[src/rtl/lpcm_pkg.sv]
// Shared types and constants for the lambda protection cut monitor.
`timescale 1ns / 1ps
`default_nettype none

package lpcm_pkg;

    localparam int unsigned RPM_W    = 15;
    localparam int unsigned LOAD_W   = 12;
    localparam int unsigned TPS_W    = 10;
    localparam int unsigned LAMBDA_W = 12;
    localparam int unsigned DEV_W    = 10;
    localparam int unsigned MS_W     = 16;
    localparam int unsigned ELAP_W   = 10;

    localparam int unsigned S_TDATA_W = 120;
    localparam int unsigned M_TDATA_W = 24;
    localparam int unsigned CFG_IDX_W = 4;
    localparam int unsigned CFG_DATA_W = 16;

    localparam logic [MS_W-1:0] TIMER_MAX = '1;
    localparam logic [MS_W-1:0] TIMEOUT_RESET = 16'd500;

    localparam int unsigned OVERRUN_PAUSE_MS_DEF   = 1000;
    localparam int unsigned OTHER_CUT_PAUSE_MS_DEF = 2000;

    // register indexes on the config port
    localparam logic [CFG_IDX_W-1:0] REG_PROTECT_ENABLE = 4'd0;
    localparam logic [CFG_IDX_W-1:0] REG_MIN_RPM        = 4'd1;
    localparam logic [CFG_IDX_W-1:0] REG_MIN_LOAD       = 4'd2;
    localparam logic [CFG_IDX_W-1:0] REG_MIN_TPS        = 4'd3;
    localparam logic [CFG_IDX_W-1:0] REG_TIMEOUT_MS     = 4'd4;
    localparam logic [CFG_IDX_W-1:0] REG_RESTORE_RPM    = 4'd5;
    localparam logic [CFG_IDX_W-1:0] REG_RESTORE_LOAD   = 4'd6;
    localparam logic [CFG_IDX_W-1:0] REG_RESTORE_TPS    = 4'd7;

    typedef struct packed {
        logic                protect_enable;
        logic [RPM_W-1:0]    min_rpm;
        logic [LOAD_W-1:0]   min_load;
        logic [TPS_W-1:0]    min_tps;
        logic [MS_W-1:0]     timeout_ms;
        logic [RPM_W-1:0]    restore_rpm;
        logic [LOAD_W-1:0]   restore_load;
        logic [TPS_W-1:0]    restore_tps;
    } cfg_t;

    typedef struct packed {
        logic [RPM_W-1:0]    engine_rpm;
        logic [LOAD_W-1:0]   engine_load;
        logic [TPS_W-1:0]    throttle_pos;
        logic [LAMBDA_W-1:0] lambda_reading;
        logic                lambda_valid;
        logic [LAMBDA_W-1:0] target_lambda;
        logic [DEV_W-1:0]    max_deviation;
        logic [MS_W-1:0]     since_overrun_ms;
        logic [MS_W-1:0]     since_other_cut_ms;
        logic [ELAP_W-1:0]   elapsed_ms;
    } item_t;

    typedef struct packed {
        logic                cut_active;
        logic                lambda_good;
        logic [MS_W-1:0]     time_since_good_ms;
    } result_t;

endpackage

`default_nettype wire

[src/rtl/lpcm_cfg.sv]
// Configuration register file for the lambda protection cut monitor.
`timescale 1ns / 1ps
`default_nettype none

module lpcm_cfg (
    input  wire logic                                 aclk,
    input  wire logic                                 aresetn,
    input  wire logic                                 cfg_valid,
    input  wire logic [lpcm_pkg::CFG_IDX_W-1:0]       cfg_index,
    input  wire logic [lpcm_pkg::CFG_DATA_W-1:0]      cfg_data,
    output lpcm_pkg::cfg_t                            cfg_out
);

    lpcm_pkg::cfg_t cfg_reg;
    lpcm_pkg::cfg_t cfg_next;

    always_comb begin
        cfg_next = cfg_reg;
        if (cfg_valid) begin
            unique case (cfg_index)
                lpcm_pkg::REG_PROTECT_ENABLE: cfg_next.protect_enable = cfg_data[0];
                lpcm_pkg::REG_MIN_RPM:      cfg_next.min_rpm = cfg_data[lpcm_pkg::RPM_W-1:0];
                lpcm_pkg::REG_MIN_LOAD:     cfg_next.min_load = cfg_data[lpcm_pkg::LOAD_W-1:0];
                lpcm_pkg::REG_MIN_TPS:      cfg_next.min_tps = cfg_data[lpcm_pkg::TPS_W-1:0];
                lpcm_pkg::REG_TIMEOUT_MS:   cfg_next.timeout_ms = cfg_data[lpcm_pkg::MS_W-1:0];
                lpcm_pkg::REG_RESTORE_RPM:  cfg_next.restore_rpm = cfg_data[lpcm_pkg::RPM_W-1:0];
                lpcm_pkg::REG_RESTORE_LOAD: cfg_next.restore_load = cfg_data[lpcm_pkg::LOAD_W-1:0];
                lpcm_pkg::REG_RESTORE_TPS:  cfg_next.restore_tps = cfg_data[lpcm_pkg::TPS_W-1:0];
                default: ; // unknown index: dropped
            endcase
        end
    end

    always_ff @(posedge aclk) begin
        if (!aresetn) begin
            cfg_reg            <= '0;
            cfg_reg.timeout_ms <= lpcm_pkg::TIMEOUT_RESET;
        end else begin
            cfg_reg <= cfg_next;
        end
    end

    assign cfg_out = cfg_reg;

endmodule

`default_nettype wire

[src/rtl/lpcm_core.sv]
// Sample evaluation, bad-lambda timer and cut latch.
`timescale 1ns / 1ps
`default_nettype none

module lpcm_core #(
    parameter int unsigned OVERRUN_PAUSE_MS   = lpcm_pkg::OVERRUN_PAUSE_MS_DEF,
    parameter int unsigned OTHER_CUT_PAUSE_MS = lpcm_pkg::OTHER_CUT_PAUSE_MS_DEF
) (
    input  wire logic            aclk,
    input  wire logic            aresetn,
    input  wire logic            step,      // commit the item below
    input  wire lpcm_pkg::item_t item,
    input  wire lpcm_pkg::cfg_t  cfg,
    output lpcm_pkg::result_t    result,
    output logic                 cut_state
);

    localparam logic [lpcm_pkg::MS_W-1:0] OVR_PAUSE =
        lpcm_pkg::MS_W'(OVERRUN_PAUSE_MS);
    localparam logic [lpcm_pkg::MS_W-1:0] OTHER_PAUSE =
        lpcm_pkg::MS_W'(OTHER_CUT_PAUSE_MS);

    logic [lpcm_pkg::MS_W-1:0]     timer_reg, timer_next;
    logic                          cut_reg, cut_next;
    logic                          good;
    logic [lpcm_pkg::LAMBDA_W:0]   lean_limit;
    logic [lpcm_pkg::MS_W:0]       timer_sum;
    logic [lpcm_pkg::MS_W-1:0]     reported;
    logic                          latched;
    logic                          restore;

    always_comb begin
        lean_limit = {1'b0, item.target_lambda}
                   + {{(lpcm_pkg::LAMBDA_W + 1 - lpcm_pkg::DEV_W){1'b0}}, item.max_deviation};
        good = !cfg.protect_enable
            || (item.engine_rpm < cfg.min_rpm)
            || (item.engine_load < cfg.min_load)
            || (item.throttle_pos <= cfg.min_tps)
            || (item.since_overrun_ms < OVR_PAUSE)
            || (item.since_other_cut_ms < OTHER_PAUSE)
            || !item.lambda_valid
            || ({1'b0, item.lambda_reading} < lean_limit);

        timer_sum = {1'b0, timer_reg}
                  + {{(lpcm_pkg::MS_W + 1 - lpcm_pkg::ELAP_W){1'b0}}, item.elapsed_ms};
        if (good) begin
            reported = '0;
        end else if (timer_sum[lpcm_pkg::MS_W]) begin
            reported = lpcm_pkg::TIMER_MAX;
        end else begin
            reported = timer_sum[lpcm_pkg::MS_W-1:0];
        end

        latched = cut_reg || (reported > cfg.timeout_ms);
        restore = (item.engine_rpm <= cfg.restore_rpm)
               && (item.engine_load <= cfg.restore_load)
               && (item.throttle_pos <= cfg.restore_tps);

        // release clears both latch and timer; the report keeps the pre-release value
        cut_next   = latched && !restore;
        timer_next = (latched && restore) ? '0 : reported;
    end

    always_ff @(posedge aclk) begin
        if (!aresetn) begin
            timer_reg <= '0;
            cut_reg   <= 1'b0;
        end else if (step) begin
            timer_reg <= timer_next;
            cut_reg   <= cut_next;
        end
    end

    assign result.cut_active         = cut_next;
    assign result.lambda_good        = good;
    assign result.time_since_good_ms = reported;
    assign cut_state                 = cut_reg;

endmodule

`default_nettype wire

[src/rtl/lambda_protection_cut_monitor.sv]
// Top level of the lambda protection cut monitor.
//
//  channel  | handshake           | payload
//  ---------+---------------------+--------------------------------------------
//  s_       | s_tvalid / s_tready | s_tdata: sensor update, s_tuser: lambda_valid
//  m_       | m_tvalid / m_tready | m_tdata: cut_active, lambda_good, timer
//  cfg_     | cfg_valid/cfg_ready | cfg_index, cfg_data (always ready)
//
// One beat per cycle sustained while m_tready is high; an input beat goes to the
// input register, then through evaluation into the output register as its result.
// The timer and latch advance as a beat moves into the output register.
// Reset clears timer, latch, both stages; config returns to defaults.
// With m_tready low the result holds, one more beat is taken, then s_tready drops.
`timescale 1ns / 1ps
`default_nettype none

module lambda_protection_cut_monitor #(
    parameter int unsigned OVERRUN_PAUSE_MS   = lpcm_pkg::OVERRUN_PAUSE_MS_DEF,
    parameter int unsigned OTHER_CUT_PAUSE_MS = lpcm_pkg::OTHER_CUT_PAUSE_MS_DEF
) (
    input  wire logic                               aclk,
    input  wire logic                               aresetn,
    input  wire logic                               s_tvalid,
    output logic                                    s_tready,
    // engine_rpm, engine_load, throttle_pos, lambda_reading, target_lambda,
    // max_deviation, since_overrun_ms, since_other_cut_ms, elapsed_ms, zero pad
    input  wire logic [lpcm_pkg::S_TDATA_W-1:0]     s_tdata,
    input  wire logic                               s_tuser,  // lambda_valid
    output logic                                    m_tvalid,
    input  wire logic                               m_tready,
    // cut_active, lambda_good, time_since_good_ms, zero pad
    output logic [lpcm_pkg::M_TDATA_W-1:0]          m_tdata,
    input  wire logic                               cfg_valid,
    output logic                                    cfg_ready,
    input  wire logic [lpcm_pkg::CFG_IDX_W-1:0]     cfg_index,
    input  wire logic [lpcm_pkg::CFG_DATA_W-1:0]    cfg_data
);

    lpcm_pkg::cfg_t    cfg;
    lpcm_pkg::item_t   in_item_reg, in_item_next;
    logic              in_valid_reg;
    lpcm_pkg::result_t result;
    lpcm_pkg::result_t out_reg;
    logic              out_valid_reg;
    logic              out_load;
    logic              in_load;
    logic              cut_state;

    assign cfg_ready = 1'b1;

    lpcm_cfg u_cfg (
        .aclk      (aclk),
        .aresetn   (aresetn),
        .cfg_valid (cfg_valid),
        .cfg_index (cfg_index),
        .cfg_data  (cfg_data),
        .cfg_out   (cfg)
    );

    always_comb begin
        in_item_next.engine_rpm         = s_tdata[14:0];
        in_item_next.engine_load        = s_tdata[26:15];
        in_item_next.throttle_pos       = s_tdata[36:27];
        in_item_next.lambda_reading     = s_tdata[48:37];
        in_item_next.lambda_valid       = s_tuser;
        in_item_next.target_lambda      = s_tdata[60:49];
        in_item_next.max_deviation      = s_tdata[70:61];
        in_item_next.since_overrun_ms   = s_tdata[86:71];
        in_item_next.since_other_cut_ms = s_tdata[102:87];
        in_item_next.elapsed_ms         = s_tdata[112:103];
    end

    assign out_load = in_valid_reg && (!out_valid_reg || m_tready);
    assign s_tready = !in_valid_reg || out_load;
    assign in_load  = s_tvalid && s_tready;

    lpcm_core #(
        .OVERRUN_PAUSE_MS   (OVERRUN_PAUSE_MS),
        .OTHER_CUT_PAUSE_MS (OTHER_CUT_PAUSE_MS)
    ) u_core (
        .aclk      (aclk),
        .aresetn   (aresetn),
        .step      (out_load),
        .item      (in_item_reg),
        .cfg       (cfg),
        .result    (result),
        .cut_state (cut_state)
    );

    always_ff @(posedge aclk) begin
        if (!aresetn) begin
            in_valid_reg  <= 1'b0;
            out_valid_reg <= 1'b0;
        end else begin
            if (in_load) begin
                in_valid_reg <= 1'b1;
            end else if (out_load) begin
                in_valid_reg <= 1'b0;
            end
            if (out_load) begin
                out_valid_reg <= 1'b1;
            end else if (m_tready) begin
                out_valid_reg <= 1'b0;
            end
        end
    end

    always_ff @(posedge aclk) begin
        if (in_load) begin
            in_item_reg <= in_item_next;
        end
        if (out_load) begin
            out_reg <= result;
        end
    end

    assign m_tvalid = out_valid_reg;
    assign m_tdata  = {6'd0, out_reg.time_since_good_ms, out_reg.lambda_good,
                       out_reg.cut_active};

`ifndef ASSERT_OFF
    // a good sample always reports a cleared timer
    a_good_clears_timer: assert property (@(posedge aclk) disable iff (!aresetn)
        m_tvalid && m_tdata[1] |-> m_tdata[17:2] == 16'd0)
        else $error("good sample with nonzero timer");

    // input side only stalls when the output beat is stuck
    a_stall_only_on_backpressure: assert property (@(posedge aclk) disable iff (!aresetn)
        !s_tready |-> m_tvalid && !m_tready && in_valid_reg)
        else $error("input stalled without output backpressure");

    // reported cut matches the latch state it leaves behind
    a_cut_tracks_latch: assert property (@(posedge aclk) disable iff (!aresetn)
        out_load |=> m_tdata[0] == cut_state)
        else $error("cut_active disagrees with latch");
`endif

endmodule

`default_nettype wire
[config.mk]
export PLATFORM = sky130hd
export DESIGN_NAME = lambda_protection_cut_monitor
export DESIGN_NICKNAME = d
export VERILOG_FILES = /design/src/rtl/lpcm_pkg.sv /design/src/rtl/lpcm_cfg.sv /design/src/rtl/lpcm_core.sv /design/src/rtl/lambda_protection_cut_monitor.sv
export SDC_FILE = /design/constraint.sdc
export NUM_CORES = 1
export LEC_CHECK = 0
export ABC_AREA = 1
export BUFFER_PORTS_ARGS = -buffer_cell sky130_fd_sc_hd__buf_4
export CAP_MARGIN = 0
export CORE_MARGIN = 5
export CORE_UTILIZATION = 40
export CTS_CLUSTER_SIZE = 14
export DETAILED_ROUTE_END_ITERATION = 16
export HOLD_SLACK_MARGIN = 0.1
export PLACE_DENSITY_LB_ADDON = 0.2
export SYNTH_ARGS = -nofsm -noshare
export SYNTH_HDL_FRONTEND = slang
export SYNTH_SLANG_ARGS = --single-unit
[constraint.sdc]
create_clock -name aclk -period 4.6 [get_ports aclk]
set_clock_uncertainty 0.2 [all_clocks]
set_input_delay 0.69 -clock aclk [delete_from_list [all_inputs] [get_ports aclk]]
set_output_delay 0.69 -clock aclk [all_outputs]
set_load 0.01 [all_outputs]
# Word level (Yosys, flattened, before mapping)
# Cells that the tools add are included.
[op_classes]
n_reduce_logical = 32
add_sub_neg = 2
order_cmp = 10
mux = 7
n_eq_ne = 7
[ops]
columns = ["cell", "count"]
rows = [
  ["$mux W16", 3],
  ["$le A10 B10 Y1", 2],
  ["$add A16 B10 Y17", 1],
  ["$eq A4 B3 Y1 const B", 4],
  ["$gt A16 B16 Y1", 1],
  ["$lt A16 B10 Y1 const B", 1],
  ["$lt A16 B11 Y1 const B", 1],
  ["$reduce_and A2 Y1", 8],
  ["$le A15 B15 Y1", 1],
  ["$lt A15 B15 Y1", 1],
  ["$add A12 B10 Y13", 1],
  ["$lt A12 B13 Y1", 1],
  ["$le A12 B12 Y1", 1],
  ["$lt A12 B12 Y1", 1],
  ["$logic_or A1 B1 Y1", 10],
  ["$eq A4 B2 Y1 const B", 2],
  ["$logic_and A1 B1 Y1", 6],
  ["$logic_not A1 Y1", 5],
  ["$eq A4 B1 Y1 const B", 1],
  ["$logic_not A4 Y1", 1],
  ["$mux W1", 4],
  ["$reduce_bool A2 Y1", 2],
]
[word_totals]
word_cells = 83
input_bits = 146
register_bits = 242
out_inout_bits = 27

# Logic depth before layout (Yosys ltp)
# Gate-level depths: netlist of the first run.
[logic_depth]
depth_word = 13
mapped_depth = 38
depth_no_buf = 37

# Hierarchy
# A second synthesis of the first run with hierarchy kept.
[unflattened]
hier_cells = 1525
area_unflattened_um2 = 12653.4
[by_module_without_submodules]
columns = ["module", "cells_each", "seq_area_each_um2", "area_per_inst_um2", "n_inst"]
rows = [
  ["lpcm_core", 841, 340.3, 4939.7, 1],
  ["lambda_protection_cut_monitor", 154, 4003.8, 4119.0, 1],
  ["lpcm_cfg", 530, 1821.7, 3594.7, 1],
]

# Worst setup path before layout of the first run
# No wires, ideal clock.
[synth_timing]
path_kind = "register to register"
start = "register in_item_reg[45] (netlist name)"
end = "register u_core.timer_reg[4] (netlist name)"
n_path_buf = 2
setup_ns = 0.068
t_arrival_ns = 3.901
stages_incl_launch_ff = 31
period_less_slack_ns = 4.170
setup_slack_ns = 0.430
required_time_ns = 4.332
cell_sequence = "edfxtp_1 > ha_1 > inv_1 > nor3_1 > a21oi_1 > o21ai_0 > nand2_1 > nand2_1 > nand2_1 > xor2_1 > ha_1 > nand3_1 > nor3_1 > a21oi_1 > nand2_1 > nand3_4 > buf_6 > nor2_2 > ha_1 > a21oi_1 > nor2_1 > nor2_1 > nand2_1 > nand2_1 > nand2_1 > nand2_1 > nand2_1 > a21oi_4 > buf_4 > nand2_1 > a21oi_2"
[synth_lines]
columns = ["element", "line_no", "source"]
rows = [
  ["start: declaration", "lambda_protection_cut_monitor.sv:40", "lpcm_pkg::item_t in_item_reg, in_item_next;"],
  ["start signal: assignment", "lambda_protection_cut_monitor.sv:110", "in_item_reg <= in_item_next;"],
  ["end signal: assignment", "lpcm_core.sv:69", "timer_reg <= timer_next;"],
  ["end: declaration", "lpcm_core.sv:23", "logic [lpcm_pkg::MS_W-1:0] timer_reg, timer_next;"],
]

==> Implementation_results.wiki, run 1 <==
{| class="wikitable"
! Metric !! Value
|-
| Number of synthesized register bits || 235
|-
| Met2 capacity usage during global routing || 26.9%
|-
| Final setup vio count || 0
|-
| Area enclosed by the die boundary || 32400 sq um
|-
| Max FFs per register || 107
|-
| Maximum achievable frequency || 221 MHz
|-
| Leakage || 6.20 nW
|-
| Syn Area/Cell || 9.20 sq um
|-
| Worst setup path category || flip-flop to flip-flop
|-
| Distinct cells, synth || 39
|-
| Placeable Area || 28600 sq um
|-
| Routability cong. || 0.861
|-
| Total congestion overflow after global routing || 0
|-
| Reg-to-reg setup timing slack || 0.07 ns
|-
| Critical path startpoint category || flip-flop
|-
| Final standard cell area without fillers || 14500 sq um
|-
| All-Layer GR Usage || 15.7%
|-
| Detailed router's first-iteration violation count || 440
|-
| Final Hold Fails || 0
|-
| Total power divided by cell area || 346 nW/um^2
|-
| RR Startpoint || in_item_reg[42]
|-
| Reg-to-Reg End || u_core.timer_reg[11]
|-
| Number of warning messages in the yosys log || 0
|-
| Worst path slowest cell || edfxtp_1
|-
| Met1 capacity usage during global routing || 19.6%
|-
| Chip height || 180 um
|-
| Clk Latency, worst-skew pair || 0.53 ns
|-
| Number of buffers on the longest clock path || 3
|-
| Final nets || 1709
|-
| Type of the worst min-delay path || input pin to flip-flop
|-
| Number of global-route vias before repair || 8472
|-
| Number of core rows || 62
|-
| Antenna violations before repair || 0
|-
| DRC violation count after routing || 0
|-
| Largest stage delay on the critical path || 0.33 ns
|-
| CTS sink count || 235
|-
| Nature of the critical path endpoint || flip-flop
|-
| Simple logic cell fraction of the synthesized area || 14.2%
|-
| Most frequent CP cell || nand2_2
|-
| Peak VDD IR || 250 uV
|-
| Setup WS pre-CTS || -0.0138 ns
|-
| Cell-internal power || 0.00388 W
|-
| Starting density of the core || 40.4%
|-
| Final standard cell utilization of the core || 50.6%
|-
| Root cell of the clock tree || clkbuf_16
|-
| Wire length of the first global-routing pass || 42000 um
|-
| Final WS setup || 0.0747 ns
|-
| Placement-stage cell area || 13300 sq um
|-
| Max-Cap Viols || 0
|-
| Startpoint of the lowest-slack hold path || s_tdata[2]
|-
| Critical path fanouts, max || 8
|-
| Routed wirelength normalized by instance count || 14.2 um
|-
| Met3 track demand over resource in global routing || 3.94%
|-
| Complex-gate fraction of the synthesized area || 12.2%
|-
| Final HPWL from detailed placement || 18600 um
|-
| Status || complete, no violations
|-
| Net Sw Frac || 22.6%
|-
| Diode insertion count for antenna repair || 0
|-
| Required time worst endpoint || 4.83 ns
|-
| Clock period minus worst slack || 4.53 ns
|-
| Arrival time of data at the critical path endpoint || 4.76 ns
|-
| Pre-antenna DRT Iters || 5
|-
| Overall via count from detail_route || 8673
|-
| Synthesis-to-finish area growth || 25.3%
|-
| Sequential share of power || 46.5%
|-
| Number of buffers created by CTS || 27
|-
| Cells on Worst Hold Path || 1
|-
| Switching pwr || 0.00114 W
|-
| Max-slew violation total from the final report || 0
|-
| Cell area after synthesis || 11600 sq um
|-
| Clock-pin slew on the worst setup and hold paths || 0.06 ns
|-
| Mux share of post-synthesis cell area || 0%
|-
| Fraction of final layout cells sized beyond drive strength 1 || 20.6%
|-
| Worst slew pin tran || 0.858 ns
|-
| Dominant combinational cell family by area after synthesis || simple AND/OR/NAND/NOR gates
|-
| Top-Level Pins || 173
|-
| Deepest level of the CTS H-tree || 1
|-
| Clock tree from TritonCTS || built
|-
| Count of nets left with antenna violations after detail routing || 0
|-
| Die Wd || 180 um
|-
| Adder-Cell Fraction of Synth Area || 13.2%
|-
| Worst rel slew slack || 42.8%
|-
| Capture endpoint of the worst hold path || in_item_reg[101]
|-
| Most utilized layer in the global route result || met2
|-
| Xor and xnor fraction of the mapped netlist area || 1.21%
|-
| Worst R2R Path Depth || 26
|-
| Unrepaired setup endpoints after global routing || true
|-
| Gate count after technology mapping || 1257
|-
| Fin crit share || 98.4%
|-
| Clock share of power || 43.0%
|-
| Detail-routed via count per cell || 4.70
|-
| Port buffer count || 151
|-
| Detailed-route wire length || 26200 um
|-
| Proportion of power drawn by combinational gates || 10.6%
|-
| Largest net degree at the start of global routing || 94
|-
| Sequential area share after synthesis || 51.5%
|}
## layer usage
metal  share of wire (%)  vias to the layer above
li1                    -                     4538
met2                  47                      185
met1                  44                     3901
met5                   0                        -
met3                 5.9                       49
met4                 3.1                        0
## worst max-delay path, delay by kind of cell (launching register included)
family / cells / cell delay [ns]
DFF: 1 / 0.33
AOI/OAI and AO/OA: 4 / 0.67
and+or+nand+nor: 13 / 1.56
buffers and inverters: 4 / 0.41
xor gates and xnor gates: 1 / 0.14
adders and majority gates: 4 / 1.08
## placed cells by master, fill, tap and decap left out, types with 7 or more instances in the layout
| cell type | n |
|---|---|
| clkbuf_16 | 28 |
| nor2_2 | 9 |
| nand2_2 | 19 |
| dfxtp_1 | 110 |
| a21oi_2 | 15 |
| nor2_1 | 83 |
| xor2_1 | 15 |
| ha_1 | 112 |
| nand3_1 | 27 |
| clkbuf_1 | 10 |
| nand2_1 | 220 |
| nand4_1 | 7 |
| a21oi_1 | 137 |
| edfxtp_1 | 125 |
| inv_1 | 178 |
| buf_4 | 183 |
| o21ai_0 | 95 |
| conb_1 | 7 |
| nor2_4 | 8 |
## synthesized netlist by cell type, drive strengths merged
cell type,count,area [sq um]
a21boi,1,7.51
o21a,1,7.51
a31oi,2,12.5
clkinv,2,8.75
o21ai,99,495
buf,9,71.3
nand2,241,925
xor2,15,131
xnor2,1,8.76
nand3,30,173
and3,1,6.26
ha,119,1490
dfxtp,110,2200
nand4,7,43.8
and2,3,18.8
conb,2,7.51
clkbuf,28,105
nor2,100,413
or2,2,12.5
o21bai,3,22.5
nor3,8,40.0
inv,182,683
nand3b,2,15.0
a21oi,153,800
a21o,3,22.5
o211ai,6,45.0
fa,2,40.0
edfxtp,125,3750
## power by group through the flow
stage          clock network [W]  logic (W)  registers (W)
2_1_floorplan                  0   0.000295        0.00237
3_3_place_gp                   0   0.000492        0.00237
3_5_place_dp                   0   0.000502        0.00238
4_1_cts                  0.00222   0.000512        0.00233
5_1_grt                  0.00231   0.000614        0.00234
6_report                 0.00216   0.000530        0.00233
## through the flow
step | cells | power (W) | hold slack (ns) | TNS (ns)
2_1_floorplan | 1262 | 0.00266 | 0.224 | 0
3_3_place_gp | 1791 | 0.00287 | 0.243 | 0
3_5_place_dp | 1791 | 0.00288 | 0.254 | -0.0460
4_1_cts | 1841 | 0.00507 | 0.106 | 0
5_1_grt | 1845 | 0.00526 | 0.110 | -3.20
6_report | 1845 | 0.00502 | 0.136 | 0
## cell type report
| type | count | area, sq um |
|---|---|---|
| timing repair buffer | 186 | 1440 |
| tap | 384 | 480 |
| fill | 2655 | 14100 |
| multi-input combinational | 808 | 5020 |
| inverter | 184 | 694 |
| clock buffer | 40 | 754 |
| sequential | 235 | 5960 |
| clock inverter | 8 | 139 |
## logic make-up (layout without fill, tap and decap cells)
logic type | Yosys count | count (layout)
flip-flops | 235 | 235
AO/OA/AOI/OAI | 268 | 268
adder cells (fa/ha/maj) | 121 | 121
XOR/XNOR | 16 | 16
AND/OR/NAND/NOR | 394 | 396
buffers and inverters | 221 | 418
other | 2 | 7
## worst max-delay path by stage
stage / from / end / depth (start not counted)
after global routing: in_item_reg[52] / u_core.timer_reg[15] / 26
after global placement: in_item_reg[42] / u_core.timer_reg[1] / 26
after floorplan: in_item_reg[45] / u_core.timer_reg[4] / 30
after detailed placement: in_item_reg[42] / u_core.timer_reg[8] / 28
after CTS: in_item_reg[42] / u_core.timer_reg[14] / 27
final: in_item_reg[42] / u_core.timer_reg[11] / 26
## what timing repair did
item / CTS / global route
hold buffers: 0 / 0
gates resized for setup: 4 / 51
setup buffers: 1 / 2
cloned: 1 / 2
pin swaps: 1 / 17
setup endpoints to repair: 16 / 18
(Power assumes the default switching activity.)
==> run 2: changes to the inputs <==
Settings changed: CORE_UTILIZATION 40 to 55.
==> run 2 against run 1 <==
Against the previous run:
- critical path depth is 10 higher
- clock power is 7% lower
- cell area is 0.99% lower
- die area is 26% lower
- largest cell class unchanged
- critical path type unchanged
- combinational power is 3% higher
==> Implementation_results.wiki, run 2 (synthesis gave the netlist of run 1 again) <==
{| class="wikitable"
! Metric !! Value
|-
| Detailed router's first-iteration violation count || 516 (was 440)
|-
| Worst slew pin tran || 0.994 ns (was 0.858 ns)
|-
| Commonest non-fill, non-tap cells in the layout || nand2_1 (222), buf_4 (184), inv_1 (178) (was nand2_1 (220), buf_4 (183), inv_1 (178))
|-
| Total power divided by cell area || 341 nW/um^2 (was 346 nW/um^2)
|-
| Clock-pin slew on the worst setup and hold paths || 0.06 ns (about the same)
|-
| Status || complete, no violations (unchanged)
|-
| Root cell of the clock tree || clkbuf_16 (unchanged)
|-
| Chip height || 155 um (was 180 um)
|-
| Clock share of power || 41.1% (was 43.0%)
|-
| Minimum hold slack || 0.133 ns (was 0.136 ns)
|-
| Number of core rows || 53 (was 62)
|-
| Worst rel slew slack || 33.7% (was 42.8%)
|-
| Final Hold Fails || 0 (unchanged)
|-
| Leakage || 6.20 nW (about the same)
|-
| Reg-to-reg setup timing slack || 0.11 ns (was 0.07 ns)
|-
| Routed wirelength normalized by instance count || 14.5 um (was 14.2 um)
|-
| Clk Latency, worst-skew pair || 0.53 ns (about the same)
|-
| All-Layer GR Usage || 20.3% (was 15.7%)
|-
| Pre-antenna DRT Iters || 5 (unchanged)
|-
| Most common cell after layout, fill and taps aside || nand2_1 (unchanged)
|-
| Largest net degree at the start of global routing || 94 (unchanged)
|-
| Critical path fanouts, max || 8 (unchanged)
|-
| Required time worst endpoint || 4.84 ns (was 4.83 ns)
|-
| Final setup vio count || 0 (unchanged)
|-
| Clock period minus worst slack || 4.49 ns (was 4.53 ns)
|-
| Area enclosed by the die boundary || 24000 sq um (was 32400 sq um)
|-
| Final std cells w/o fill || 1741 (was 1845)
|-
| Maximum achievable frequency || 223 MHz (was 221 MHz)
|-
| CTS sink count || 235 (unchanged)
|-
| Placeable Area || 20900 sq um (was 28600 sq um)
|-
| Count of buffer and inverter cells on the critical path || 4 (unchanged)
|-
| Overall via count from detail_route || 8770 (was 8673)
|-
| Max FFs per register || 107 (unchanged)
|-
| Count of nets left with antenna violations after detail routing || 0 (unchanged)
|-
| Die Wd || 155 um (was 180 um)
|-
| Fraction of final layout cells sized beyond drive strength 1 || 20.8% (was 20.6%)
|-
| Antenna violations before repair || 0 (unchanged)
|-
| Number of buffers on the longest clock path || 3 (unchanged)
|-
| Routed length on met1 || 10500 um (was 11400 um)
|-
| Switching pwr || 0.00116 W (was 0.00114 W)
|-
| Most frequent CP cell || nand2_1 (was nand2_2)
|-
| Unrepaired setup endpoints after global routing || true (unchanged)
|-
| Cell class contributing the biggest share of worst-path delay || simple AND/OR/NAND/NOR gates (unchanged)
|-
| Routability cong. || 0.829 (was 0.861)
|-
| Startpoint of the lowest-slack hold path || s_tdata[19] (was s_tdata[2])
|-
| Sequential share of power || 47.7% (was 46.5%)
|-
| Launch point of the worst path || in_item_reg[42] (unchanged)
|-
| DRC violation count after routing || 0 (unchanged)
|-
| Met3 layer wire length in the routed design || 1640 um (was 1550 um)
|-
| Placement-stage cell area || 13100 sq um (was 13300 sq um)
|-
| Arrival time of data at the critical path endpoint || 4.73 ns (was 4.76 ns)
|-
| Top-Level Pins || 173 (unchanged)
|-
| Type of the worst min-delay path || input pin to flip-flop (unchanged)
|-
| Post-layout power || 0.00489 W (was 0.00502 W)
|-
| Nature of the critical path endpoint || flip-flop (unchanged)
|-
| Highest routed layer || met4 (unchanged)
|-
| Worst path slowest cell || fa_2 (was edfxtp_1)
|-
| Final nets || 1712 (was 1709)
|-
| Proportion of power drawn by combinational gates || 11.2% (was 10.6%)
|-
| Starting density of the core || 55.3% (was 40.4%)
|-
| Peak VDD IR || 340 uV (was 250 uV)
|-
| Hold-fix buffers at CTS || 0 (unchanged)
|-
| Number of buffers created by CTS || 26 (was 27)
|-
| Synthesis-to-finish area growth || 24.0% (was 25.3%)
|-
| Critical path startpoint category || flip-flop (unchanged)
|-
| Worst R2R Path Depth || 36 (was 26)
|-
| Deepest level of the CTS H-tree || 1 (unchanged)
|-
| Met2 Routed Length || 12400 um (about the same)
|-
| Largest stage delay on the critical path || 0.36 ns (was 0.33 ns)
|-
| Port buffer count || 151 (unchanged)
|-
| Number of instances in the placed design || 1675 (was 1791)
|-
| Clock tree from TritonCTS || built (unchanged)
|-
| Final standard cell area without fillers || 14300 sq um (was 14500 sq um)
|-
| Number of global-route vias before repair || 8380 (was 8472)
|-
| Max-Cap Viols || 0 (unchanged)
|-
| RR Startpoint || in_item_reg[42] (unchanged)
|-
| Max-slew violation total from the final report || 0 (unchanged)
|-
| Detailed-route wire length || 25200 um (was 26200 um)
|-
| Detail-routed via count per cell || 5.04 (was 4.70)
|-
| Capture endpoint of the worst hold path || in_item_reg[91] (was in_item_reg[101])
|-
| Final HPWL from detailed placement || 17700 um (was 18600 um)
|-
| Cell-internal power || 0.00373 W (was 0.00388 W)
|-
| Total congestion overflow after global routing || 0 (unchanged)
|-
| Wire length of the first global-routing pass || 39900 um (was 42000 um)
|-
| Fin crit share || 97.7% (was 98.4%)
|-
| Worst setup path category || flip-flop to flip-flop (unchanged)
|-
| Net Sw Frac || 23.6% (was 22.6%)
|-
| Cells on Worst Hold Path || 1 (unchanged)
|-
| Reg-to-Reg End || u_core.timer_reg[0] (was u_core.timer_reg[11])
|}
[run 2: cell count changes in the layout (fill, tap and decap cells not counted), moves of 2 or more]
cell,previous run,this run
nand2_1,220,222
clkinvlp_4,0,2
nand2_4,2,5
buf_6,0,3
a21oi_4,1,3
bufinv_16,4,2
clkbuf_8,3,1
nand2_2,19,14
[run 2: worst max-delay path by stage]
stage | to | slack (ns) | cells past startpoint
after global placement | u_core.timer_reg[4] | 0.07 | 28
after CTS | u_core.timer_reg[1] | 0.0003 | 27
after detailed placement | u_core.timer_reg[8] | -0.02 | 27
after floorplan | u_core.timer_reg[4] | 0.43 | 30
after global routing | u_core.timer_reg[2] | -0.21 | 35
final | u_core.timer_reg[0] | 0.11 | 36
[run 2: power by group through the flow]
| stage | sequential, W | clock, W | combinational, W |
|---|---|---|---|
| floorplan | 0.00237 | 0 | 0.000295 |
| global placement | 0.00237 | 0 | 0.000477 |
| detailed placement | 0.00238 | 0 | 0.000492 |
| CTS | 0.00233 | 0.00206 | 0.000496 |
| global route | 0.00234 | 0.00215 | 0.000622 |
| finish | 0.00233 | 0.00201 | 0.000548 |
[run 2: metal layers]
| layer | global-route usage [%] | vias up |
|---|---|---|
| met1 | 25.6 | 3966 |
| met3 | 4.06 | 43 |
| met2 | 35.3 | 217 |
| li1 | - | 4544 |
| met4 | 6.06 | 0 |
| met5 | 0 | - |
[run 2: final cells by class]
cell class,count,area [sq um]
Sequential cell,235,5960
Clock buffer,37,706
Clock inverter,11,128
Timing Repair Buffer,191,1500
Tap cell,275,344
Antenna cell,1,2.50
Multi-Input combinational cell,807,5010
Inverter,184,694
Fill cell,1664,6550
[run 2: what timing repair did]
item,in CTS,in global routing
gates cloned,0,2
pin swaps,1,31
resized for setup,1,59
setup endpoints to repair,14,18
buffers inserted,0,15
[run 2: metrics by stage]
step / util, % / setup TNS [ns] / setup WS [ns]
2_1_floorplan: - / 0 / 0.430
3_3_place_gp: 62.7 / 0 / 0.0722
3_5_place_dp: 62.7 / -0.0727 / -0.0224
4_1_cts: 66.6 / 0 / 0.000268
5_1_grt: 68.6 / -3.26 / -0.214
6_report: 68.6 / 0 / 0.106
